**config.mk**
```make
export PLATFORM = sky130hd
export DESIGN_NAME = pid_error_controller_flat
export DESIGN_NICKNAME = d
export VERILOG_FILES = /design/src/sv/pec_pkg.sv /design/src/sv/pec_err_if.sv /design/src/sv/pec_drive_if.sv /design/src/sv/pec_accum.sv /design/src/sv/pid_error_controller.sv /design/src/flat_wrapper.sv
export SDC_FILE = /design/constraint.sdc
export NUM_CORES = 2
export LEC_CHECK = 0
export ABC_CLOCK_PERIOD_IN_PS = 12350
export BUFFER_PORTS_ARGS = -buffer_cell sky130_fd_sc_hd__buf_2
export CORE_ASPECT_RATIO = 0.75
export CORE_MARGIN = 10
export CORE_UTILIZATION = 45
export CTS_CLUSTER_DIAMETER = 120
export CTS_CLUSTER_SIZE = 28
export DETAILED_ROUTE_END_ITERATION = 12
export PLACE_DENSITY_LB_ADDON = 0.2
export SLEW_MARGIN = 15
export SYNTH_ARGS = -nofsm -noshare
export SYNTH_HDL_FRONTEND = slang
export SYNTH_SLANG_ARGS = --single-unit
```
**constraint.sdc**
```tcl
create_clock -name clk -period 12.35 [get_ports clk]
set_input_delay 1.8525 -clock clk [delete_from_list [all_inputs] [get_ports clk]]
set_output_delay 1.8525 -clock clk [all_outputs]
set_load 0.02 [all_outputs]
```
**src/sv/pec_pkg.sv**
```systemverilog
package pec_pkg;

  localparam int ERR_WIDTH_DEF = 16;
  localparam int SUM_WIDTH_DEF = 32;
  localparam int GAIN_W        = 16;
  localparam int LIMIT_W       = 31;
  localparam int OUT_W         = 35;
  localparam int CFG_ADDR_W    = 2;
  localparam int CFG_DATA_W    = 31;

  typedef enum logic [CFG_ADDR_W-1:0] {
    REG_GAIN_P = 2'd0,
    REG_GAIN_I = 2'd1,
    REG_GAIN_D = 2'd2,
    REG_LIMIT  = 2'd3
  } cfg_reg_t;

endpackage

```
**src/sv/pec_err_if.sv**
```systemverilog
interface pec_err_if #(
  parameter int W = pec_pkg::ERR_WIDTH_DEF
);
  logic                valid;
  logic                ready;
  logic signed [W-1:0] error_in;

  modport source (output valid, output error_in, input ready);
  modport sink   (input valid, input error_in, output ready);
endinterface

```
**src/sv/pec_drive_if.sv**
```systemverilog
interface pec_drive_if;
  import pec_pkg::*;

  logic                    valid;
  logic                    ready;
  logic signed [OUT_W-1:0] drive_out;

  modport source (output valid, output drive_out, input ready);
  modport sink   (input valid, input drive_out, output ready);
endinterface

```
**src/sv/pec_accum.sv**
```systemverilog
module pec_accum #(
  parameter int ERR_WIDTH = pec_pkg::ERR_WIDTH_DEF,
  parameter int SUM_WIDTH = pec_pkg::SUM_WIDTH_DEF
) (
  input  logic                   clk,
  input  logic                   rst_n,
  input  logic                   take,
  input  logic signed [ERR_WIDTH-1:0] err,
  output logic signed [SUM_WIDTH-1:0] sum_q_r,
  output logic signed [ERR_WIDTH-1:0] err_q_r,
  output logic signed [ERR_WIDTH:0]   ed_q_r
);
  import pec_pkg::*;

  localparam int SW1 = ((SUM_WIDTH > ERR_WIDTH) ? SUM_WIDTH : ERR_WIDTH) + 1;
  localparam logic signed [SW1-1:0] SUM_MAX =
    {{(SW1-SUM_WIDTH+1){1'b0}}, {(SUM_WIDTH-1){1'b1}}};
  localparam logic signed [SW1-1:0] SUM_MIN = ~SUM_MAX;

  logic signed [SUM_WIDTH-1:0] error_sum_r, error_sum_nxt;
  logic signed [ERR_WIDTH-1:0] last_error_r;
  logic signed [SW1-1:0]       raw_sum;
  logic signed [ERR_WIDTH:0]   ed;
  logic                        gate;

  always_comb begin
    raw_sum = SW1'(error_sum_r) + SW1'(err);
    if (raw_sum > SUM_MAX) begin
      error_sum_nxt = SUM_MAX[SUM_WIDTH-1:0];
    end else if (raw_sum < SUM_MIN) begin
      error_sum_nxt = SUM_MIN[SUM_WIDTH-1:0];
    end else begin
      error_sum_nxt = raw_sum[SUM_WIDTH-1:0];
    end
  end

  // D only when error and its change share a nonzero sign
  always_comb begin
    ed   = (ERR_WIDTH+1)'(err) - (ERR_WIDTH+1)'(last_error_r);
    gate = (!err[ERR_WIDTH-1] && (err != '0) && !ed[ERR_WIDTH] && (ed != '0)) ||
           (err[ERR_WIDTH-1] && ed[ERR_WIDTH]);
  end

  always_ff @(posedge clk) begin
    if (!rst_n) begin
      error_sum_r  <= '0;
      last_error_r <= '0;
    end else if (take) begin
      error_sum_r  <= error_sum_nxt;
      last_error_r <= err;
    end
  end

  always_ff @(posedge clk) begin
    if (take) begin
      sum_q_r <= error_sum_nxt;
      err_q_r <= err;
      ed_q_r  <= gate ? ed : '0;
    end
  end

endmodule

```
**src/sv/pid_error_controller.sv**
```systemverilog
// PID step on a stream of signed Q8.8 error samples, one Q19.16 drive value per
// sample. Three pipeline stages (sum update and derivative gating, the three
// gain multiplies, integral clamp and final add) register each result in turn,
// with one request accepted every cycle while the output is not stalled;
// each stage holds its own item and only stalls when the stage after it is
// full, so a waiting result does not block intake until the pipe fills. The
// running error sum saturates, the integral term is clamped to the limit
// register, the final sum is not saturated. Write configuration only while
// the pipe is empty.
module pid_error_controller #(
  parameter int ERR_WIDTH = pec_pkg::ERR_WIDTH_DEF,
  parameter int SUM_WIDTH = pec_pkg::SUM_WIDTH_DEF
) (
  input  logic                               clk,
  input  logic                               rst_n,
  pec_err_if.sink                            in_chan,
  pec_drive_if.source                        out_chan,
  input  logic                               cfg_we,
  input  logic [pec_pkg::CFG_ADDR_W-1:0]     cfg_index,
  input  logic [pec_pkg::CFG_DATA_W-1:0]     cfg_data
);
  import pec_pkg::*;

  localparam int PW  = GAIN_W + ERR_WIDTH;
  localparam int IW  = GAIN_W + SUM_WIDTH;
  localparam int DW  = GAIN_W + ERR_WIDTH + 1;
  localparam int ICW = LIMIT_W + 1;
  localparam int TW  = ((ERR_WIDTH + 19) > OUT_W) ? (ERR_WIDTH + 19) : OUT_W;

  logic signed [GAIN_W-1:0]  gain_p_r, gain_i_r, gain_d_r;
  logic        [LIMIT_W-1:0] limit_r;

  always_ff @(posedge clk) begin
    if (!rst_n) begin
      gain_p_r <= '0;
      gain_i_r <= '0;
      gain_d_r <= '0;
      limit_r  <= '0;
    end else if (cfg_we) begin
      unique case (cfg_reg_t'(cfg_index))
        REG_GAIN_P: gain_p_r <= cfg_data[GAIN_W-1:0];
        REG_GAIN_I: gain_i_r <= cfg_data[GAIN_W-1:0];
        REG_GAIN_D: gain_d_r <= cfg_data[GAIN_W-1:0];
        REG_LIMIT:  limit_r  <= cfg_data[LIMIT_W-1:0];
        default:    ;
      endcase
    end
  end

  // pipeline flow control
  logic v1_r, v2_r, v3_r;
  logic ready1, ready2, ready3;
  logic take;

  assign ready3        = !v3_r || out_chan.ready;
  assign ready2        = !v2_r || ready3;
  assign ready1        = !v1_r || ready2;
  assign in_chan.ready = ready1;
  assign take          = in_chan.valid && ready1;

  always_ff @(posedge clk) begin
    if (!rst_n) begin
      v1_r <= 1'b0;
      v2_r <= 1'b0;
      v3_r <= 1'b0;
    end else begin
      if (ready1) v1_r <= in_chan.valid;
      if (ready2) v2_r <= v1_r;
      if (ready3) v3_r <= v2_r;
    end
  end

  // stage 1: state update
  logic signed [SUM_WIDTH-1:0] sum_q_r;
  logic signed [ERR_WIDTH-1:0] err_q_r;
  logic signed [ERR_WIDTH:0]   ed_q_r;

  pec_accum #(
    .ERR_WIDTH (ERR_WIDTH),
    .SUM_WIDTH (SUM_WIDTH)
  ) u_accum (
    .clk     (clk),
    .rst_n   (rst_n),
    .take    (take),
    .err     (in_chan.error_in),
    .sum_q_r (sum_q_r),
    .err_q_r (err_q_r),
    .ed_q_r  (ed_q_r)
  );

  // stage 2: products
  logic signed [PW-1:0] prod_p_r;
  logic signed [IW-1:0] prod_i_r;
  logic signed [DW-1:0] prod_d_r;

  always_ff @(posedge clk) begin
    if (v1_r && ready2) begin
      prod_p_r <= PW'(gain_p_r) * PW'(err_q_r);
      prod_i_r <= IW'(gain_i_r) * IW'(sum_q_r);
      prod_d_r <= DW'(gain_d_r) * DW'(ed_q_r);
    end
  end

  // stage 3: clamp I, add terms
  logic signed [IW-1:0]  lim_pos, lim_neg, i_clamp;
  logic signed [ICW-1:0] i_term;
  logic signed [TW-1:0]  total;
  logic signed [OUT_W-1:0] drive_r;

  always_comb begin
    lim_pos = IW'(limit_r);
    lim_neg = -lim_pos;
    if (prod_i_r > lim_pos) begin
      i_clamp = lim_pos;
    end else if (prod_i_r < lim_neg) begin
      i_clamp = lim_neg;
    end else begin
      i_clamp = prod_i_r;
    end
    i_term = i_clamp[ICW-1:0];
    total  = TW'(prod_p_r) + TW'(i_term) + TW'(prod_d_r);
  end

  always_ff @(posedge clk) begin
    if (v2_r && ready3) begin
      drive_r <= total[OUT_W-1:0];
    end
  end

  assign out_chan.valid     = v3_r;
  assign out_chan.drive_out = drive_r;

  // checks
  a_take_fills_s1: assert property (@(posedge clk) disable iff (!rst_n)
    take |=> v1_r)
    else $error("accepted request did not reach stage 1");

  a_empty_s1_ready: assert property (@(posedge clk) disable iff (!rst_n)
    !v1_r |-> in_chan.ready)
    else $error("intake stalled with empty stage 1");

  a_d_gated: assert property (@(posedge clk) disable iff (!rst_n)
    (v1_r && ready2 && (ed_q_r == '0)) |=> (prod_d_r == '0))
    else $error("derivative term not zero when gated off");

  a_i_clamped: assert property (@(posedge clk) disable iff (!rst_n)
    v2_r |-> ((i_clamp <= lim_pos) && (i_clamp >= lim_neg)))
    else $error("integral term outside limit");

  a_stall_holds: assert property (@(posedge clk) disable iff (!rst_n)
    (v3_r && !out_chan.ready) |=> (v3_r && $stable(drive_r)))
    else $error("stalled result changed");

endmodule
```
**src/flat_wrapper.sv**
```systemverilog
// flat-port wrapper written by rule: the top's interface ports become plain ports
module pid_error_controller_flat import pec_pkg::*;
#(
  parameter int ERR_WIDTH = pec_pkg::ERR_WIDTH_DEF,
  parameter int SUM_WIDTH = pec_pkg::SUM_WIDTH_DEF
)
  (clk, rst_n, cfg_we, cfg_index, cfg_data, in_chan_valid, in_chan_error_in, in_chan_ready, out_chan_valid, out_chan_drive_out, out_chan_ready);
  pec_err_if in_chan_i ();
  pec_drive_if out_chan_i ();
  input  logic clk;
  input  logic rst_n;
  input  logic cfg_we;
  input  logic [pec_pkg::CFG_ADDR_W-1:0] cfg_index;
  input  logic [pec_pkg::CFG_DATA_W-1:0] cfg_data;
  input wire logic [$bits(in_chan_i.valid)-1:0] in_chan_valid;
  input wire logic [$bits(in_chan_i.error_in)-1:0] in_chan_error_in;
  output wire logic [$bits(in_chan_i.ready)-1:0] in_chan_ready;
  output wire logic [$bits(out_chan_i.valid)-1:0] out_chan_valid;
  output wire logic [$bits(out_chan_i.drive_out)-1:0] out_chan_drive_out;
  input wire logic [$bits(out_chan_i.ready)-1:0] out_chan_ready;
  assign in_chan_i.valid = in_chan_valid;
  assign in_chan_i.error_in = in_chan_error_in;
  assign in_chan_ready = in_chan_i.ready;
  assign out_chan_valid = out_chan_i.valid;
  assign out_chan_drive_out = out_chan_i.drive_out;
  assign out_chan_i.ready = out_chan_ready;
  pid_error_controller #(.ERR_WIDTH(ERR_WIDTH), .SUM_WIDTH(SUM_WIDTH)) u_core (.clk(clk), .rst_n(rst_n), .in_chan(in_chan_i), .out_chan(out_chan_i), .cfg_we(cfg_we), .cfg_index(cfg_index), .cfg_data(cfg_data));
endmodule
```
* After elaboration in Yosys (flattened, before gate mapping)
Cells that the tools add are included.
Storage, ports and cells: bits in registers 343, input port bits 54, word-level logic and storage cells 58, output and inout bits 37
Operators by class: eq/ne operators 3, add/subtract/negate cells 5, muxes and demuxes 4, magnitude comparators 4, multiply operators 3, reductions and logical operators 23
Operator list (number):
- $mux W32 | 4
- $gt A48 B32 Y1 | 1
- $lt A48 B48 Y1 | 1
- $mul A16 B32 Y48 | 1
- $neg A31 Y48 | 1
- $add A33 B33 Y34 | 1
- $add A32 B16 Y33 | 1
- $add A32 B32 Y33 | 1
- $gt A33 B32 Y1 const B | 1
- $lt A33 B32 Y1 const B | 1
- $mul A16 B17 Y33 | 1
- $mul A16 B16 Y32 | 1
- $reduce_bool A17 Y1 | 1
- $sub A16 B16 Y17 | 1
- $reduce_bool A16 Y1 | 1
- $reduce_and A2 Y1 | 4
- $logic_and A1 B1 Y1 | 7
- $logic_not A1 Y1 | 5
- $eq A2 B2 Y1 const B | 2
- $logic_or A1 B1 Y1 | 4
- $eq A2 B1 Y1 const B | 1
- $logic_not A2 Y1 | 1

* Depth between registers and ports, before layout
depth in word-level cells 6, mapped depth 32, gate-level depth less buffers 30

* By module
A second synthesis with hierarchy kept.
Unflattened totals: cell total of the unflattened synthesis 6071, area, all modules 57127.3 µm²
By module, submodules not included:
- pid_error_controller | cells an instance 5369, sequential area each 6055.8 µm², area an instance 50430.9 µm², times used 1
- pec_accum | cells an instance 702, sequential area each 2912.8 µm², area an instance 6696.4 µm², times used 1

* Worst setup path before layout
Ideal clock, no wire load.
kind input port to flip-flop, start input out_chan_ready, end register u_core.prod_d_r[0] (enable), data required time 11.592 ns, path buffers 0, library setup time 0.758 ns, path slack 1.483 ns, arrival 10.109 ns, cell stages on the path 2, cell sequence nor2b_1 -> a21boi_0
Between the ends: word-level cells in the longest chain between the ends 3
RTL lines:
- start: declaration | RTL line flat_wrapper.sv:20 | input wire logic [$bits(out_chan_i.ready)-1:0] out_chan_ready;
- $logic_or A1 B1 Y1 | RTL line pid_error_controller.sv:55 | assign ready3 = !v3_r || out_chan.ready;
- $logic_or A1 B1 Y1 | RTL line pid_error_controller.sv:56 | assign ready2 = !v2_r || ready3;
- $logic_and A1 B1 Y1 | RTL line pid_error_controller.sv:97 | if (v1_r && ready2) begin
- end signal: assignment | RTL line pid_error_controller.sv:100 | prod_d_r <= DW'(gain_d_r) * DW'(ed_q_r);
- end: declaration | RTL line pid_error_controller.sv:94 | logic signed [DW-1:0] prod_d_r;
No other way between the ends. A chain may end at the register's enable or synchronous reset.

* Worst setup path after layout
start register u_core.limit_r[0], end register u_core.drive_r[29] (netlist: u_core.out_chan.drive_out[29]), data pin
Between the ends: word-level cells in the longest chain between the ends 6, elaborated cells on any way between the ends 7, classes of those cells add/sub: 3; order compare: 2; mux: 2
RTL lines:
- start: declaration | RTL line pid_error_controller.sv:31 | logic [LIMIT_W-1:0] limit_r;
- start signal: assignment | RTL line pid_error_controller.sv:44 | REG_LIMIT: limit_r <= cfg_data[LIMIT_W-1:0];
- $neg A31 Y48 | RTL line pid_error_controller.sv:112 | lim_neg = -lim_pos;
- $lt A48 B48 Y1 | RTL line pid_error_controller.sv:115 | end else if (prod_i_r < lim_neg) begin
- $mux W32 | RTL line pid_error_controller.sv:115
- $mux W32 (*) | RTL line pid_error_controller.sv:113 | if (prod_i_r > lim_pos) begin
- $add A32 B32 Y33 (*) | RTL line pid_error_controller.sv:121 | total = TW'(prod_p_r) + TW'(i_term) + TW'(prod_d_r);
- $add A33 B33 Y34 (*) | RTL line pid_error_controller.sv:121
- named net u_core.total[29] | RTL line pid_error_controller.sv:107 | logic signed [TW-1:0] total;
- end signal: assignment | RTL line pid_error_controller.sv:126 | drive_r <= total[OUT_W-1:0];
- end: declaration | RTL line pid_error_controller.sv:108 | logic signed [OUT_W-1:0] drive_r;
The timed path passes the listed nets; every way through them passes the cells marked *.

==> run summary <==
====================================================================================================
Outcome                                                                                 finished clean
Distinct cells, synth                                                                             84
Most common cell in the synthesized netlist                                                    inv_1
Setup slack of the most critical reg-to-reg path                                             3420 ps
Cell count after synthesis                                                                      6153
Detailed Route WL                                                                          159200 µm
Ports placed on the boundary                                                                      91
Height of the chip                                                                          328.5 µm
Synth cell count leaders                                                                1229 x inv_1, 1060 x fa_1, 926 x nand2_1
Width of the die                                                                            431.4 µm
Sequential area share after synthesis                                                         0.1570
Min cycle time layout                                                                        8927 ps
Post-synth EDFFs                                                                                 212
PD cells                                                                                123.7 nW/µm²
Area growth from synthesis to final layout                                                    4.892%
Global placer's final weighted congestion                                                     0.8909
Routed Antenna Nets                                                                                0
Maximum number of pins on one net before global-route repair                                      81
Mapped Nets                                                                                     7706
Longest individual stage delay on the worst path                                              720 ps
Endpoint of the worst-slack reg-to-reg timing path                                      u_core.out_chan.drive_out[29]
Register bit total from synthesis                                                                342
Warnings from Yosys                                                                                0
Final #Nets                                                                                     7626
DR pass1 iterations                                                                                5
DP Wirelength                                                                              127100 µm
Number of buffers inserted by port buffering                                                      90
Buffers inserted by post-CTS timing repair                                                         0
Final TNS setup                                                                                 0 ps
Maximum VDD drop                                                                            123.3 µV
Total standard cell area after synthesis                                                   57110 µm²
Post-synth top flop                                                                         edfxtp_1
Number of filler cells placed in the layout                                                    12130
Remaining global-route overflow                                                                    0
Largest fanout on the critical path                                                               54
Period utilisation layout                                                                     0.7228
Synth area leaders                                                                      fa_1 37%, edfxtp_1 11%, ha_1 9.6%
Final hold viol count                                                                              0
Die Area                                                                                  141700 µm²
Via total after detailed routing                                                               41420
CTS tree                                                                                       built
Required time reported for the critical path endpoint                                       12780 ps
Average cell area after synthesis                                                          9.282 µm²
Final routed DRC violation total                                                                   0
CP Data Arrival Time                                                                         9360 ps
Clock H-tree levels                                                                                1
Launch point of the worst reg-to-reg path                                               u_core.limit_r[0]
Capture point of the worst path                                                         u_core.out_chan.drive_out[29]
Global-route wire length before repair                                                     252500 µm
Setup repair after global routing missed its margin                                            false
Highest-delay cell along the critical path                                                  o311ai_1
Avg Vias per Cell                                                                              5.340
Post-synth top area share                                                                     0.3715
Fin util                                                                                      0.4740
Maximum achievable frequency                                                               112.0 MHz
Fraction of layout instances using a drive strength above 1                                  0.03515
Clock-pin slew reported for the worst setup and hold paths after clock tree synthesis         110 ps
Standard-cell row count                                                                          113
Largest area contributor in the netlist                                                         fa_1
Routed len/inst                                                                             20.52 µm
Worst setup path startpoint                                                             u_core.limit_r[0]
Gr usage total                                                                                0.2262
Worst min path class                                                                      reg -> reg
Startpoint type of the worst setup path                                                         flop
Hold-fix buffers at CTS                                                                            0
Source-to-sink clock delay at the later pin of the worst-skew pair                            610 ps
Final setup violation count                                                                        0
Number of buffers between clock root and the deepest sink                                          3
Count of maximum capacitance violations                                                            0
Antenna violations before repair                                                                   9
Initial standard-cell utilization of the core                                                 0.4519
Worst slew margin relative to its limit                                                       0.2411
Worst slew pin tran                                                                          1110 ps
Number of buffers inserted during clock tree synthesis                                            21
Share of flip-flops with an asynchronous set or reset after synthesis                              0
DRC marker count from the first detailed-route iteration                                        3450
Reported leakage power                                                                    0.02572 µW
Cell at the root of the clock tree                                                         clkbuf_16
Final clock skew                                                                            41.26 ps
Category of the most critical setup path                                                  reg -> reg
Core footprint                                                                            126400 µm²
Quantity of gates resized following cts                                                            0
Number of cells on the worst reg-to-reg path                                                      29
Critical path's most frequent cell                                                           nand3_1
Clock net sink count                                                                             342
Number of global-route vias before repair                                                      42300
Final count of pins violating max slew                                                             0
Sort of element at the end of the critical path                                                 flop
====================================================================================================
-- cell type report --
type                    instances  area [µm²]  share of cell area
inverters                    1235        4637             0.07740
clock buffers                  25       550.5            0.009190
well taps                    1667        2086             0.03482
flip-flops and latches        342        8976              0.1498
clock inverters                13       196.4            0.003279
multi-input cells            4335       42650              0.7119
repair buffers                138       813.3             0.01358
diodes                          1       2.502          0.00004177
-- power breakdown --
group	internal, µW	switching (µW)
logic	1780	2680
clock network	369	486
registers	1600	498
-- critical path, delay by kind of cell (launching register included) --
| kind | cells | cell delay (ps) |
|---|---|---|
| fa+ha+maj | 3 | 1100 |
| flops | 1 | 390 |
| compound gates | 10 | 2780 |
| simple gates | 12 | 3480 |
| buf+inv | 2 | 610 |
| xor+xnor | 1 | 200 |
| mux | 1 | 170 |
-- layer usage --
metal | GRT usage | part of all wire | vias up
li1 | - | - | 18970
met1 | 0.3468 | 0.48 | 21050
met2 | 0.3408 | 0.43 | 1285
met3 | 0.03689 | 0.073 | 118
met4 | 0.03227 | 0.016 | 2
met5 | 0 | 0.000082 | -
-- cells in the final DEF (no fill, tap or decap), types with 27 or more instances in the layout --
master       n
buf_2       89
nor2b_1     28
xnor2_1    150
nand3_1     37
nor2_1     181
o21ai_1     55
and2_1     380
o21ai_0     81
edfxtp_1   212
fa_1      1060
buf_4       49
xor2_1      56
a21oi_1    195
inv_1     1229
a21o_1      88
dfxtp_1    124
a21boi_0    99
nand2b_1    86
o21a_1      27
ha_1       439
a211oi_1    29
nand2_1    926
nand4_1     27
nor3_1      56
-- logic make-up after synthesis --
logic type | Yosys count | synth area share
buffers and inverters | 1476 | 0.09740
AND/OR/NAND/NOR | 1834 | 0.1526
multiplexers | 14 | 0.002475
AO/OA/AOI/OAI | 779 | 0.09052
flip-flops | 342 | 0.1570
adder cells (fa/ha/maj) | 1501 | 0.4681
XOR/XNOR | 207 | 0.03188
-- worst min-delay path by stage --
stage	end	depth (start not counted)	slack [ps]	start
2_1_floorplan	u_core.u_accum.error_sum_r[0]	2	430	u_core.u_accum.error_sum_r[0]
3_3_place_gp	u_core.u_accum.error_sum_r[15]	2	440	u_core.u_accum.error_sum_r[15]
3_5_place_dp	u_core.u_accum.error_sum_r[5]	2	450	u_core.u_accum.error_sum_r[5]
4_1_cts	u_core.u_accum.error_sum_r[5]	2	460	u_core.u_accum.error_sum_r[5]
5_1_grt	u_core.u_accum.error_sum_r[5]	2	480	u_core.u_accum.error_sum_r[5]
6_report	u_core.u_accum.error_sum_r[5]	2	460	u_core.u_accum.error_sum_r[5]
-- state kept, by name, summed over array words and instances (netlist names) --
| register | flops |
|---|---|
| u_core.gain_d_r | 16 |
| u_core.gain_i_r | 16 |
| u_core.gain_p_r | 16 |
| u_core.limit_r | 31 |
| u_core.out_chan.drive_out | 34 |
| u_core.out_chan.valid | 1 |
| u_core.prod_d_r | 33 |
| u_core.prod_i_r | 48 |
| u_core.prod_p_r | 32 |
| u_core.u_accum.ed_q_r | 17 |
| u_core.u_accum.err_q_r | 16 |
| u_core.u_accum.error_sum_r | 32 |
| u_core.u_accum.last_error_r | 16 |
| u_core.u_accum.sum_q_r | 32 |
| u_core.v1_r | 1 |
| u_core.v2_r | 1 |
-- through the flow --
stage / std cells / power, µW / worst slack, ps / cell area [µm²] / hold WS, ps
6_report: 7756 / 7411 / 3423 / 59910 / 458.2
2_1_floorplan: 6153 / 5122 / 1483 / 57110 / 433.2
4_1_cts: 7755 / 7413 / 3457 / 59910 / 462.2
3_5_place_dp: 7717 / 6525 / 3531 / 59160 / 447.5
5_1_grt: 7756 / 8067 / 2693 / 59910 / 481.2
3_3_place_gp: 7717 / 6479 / 3585 / 59160 / 442.7
Note: power is estimated with default switching activity, not from simulation.
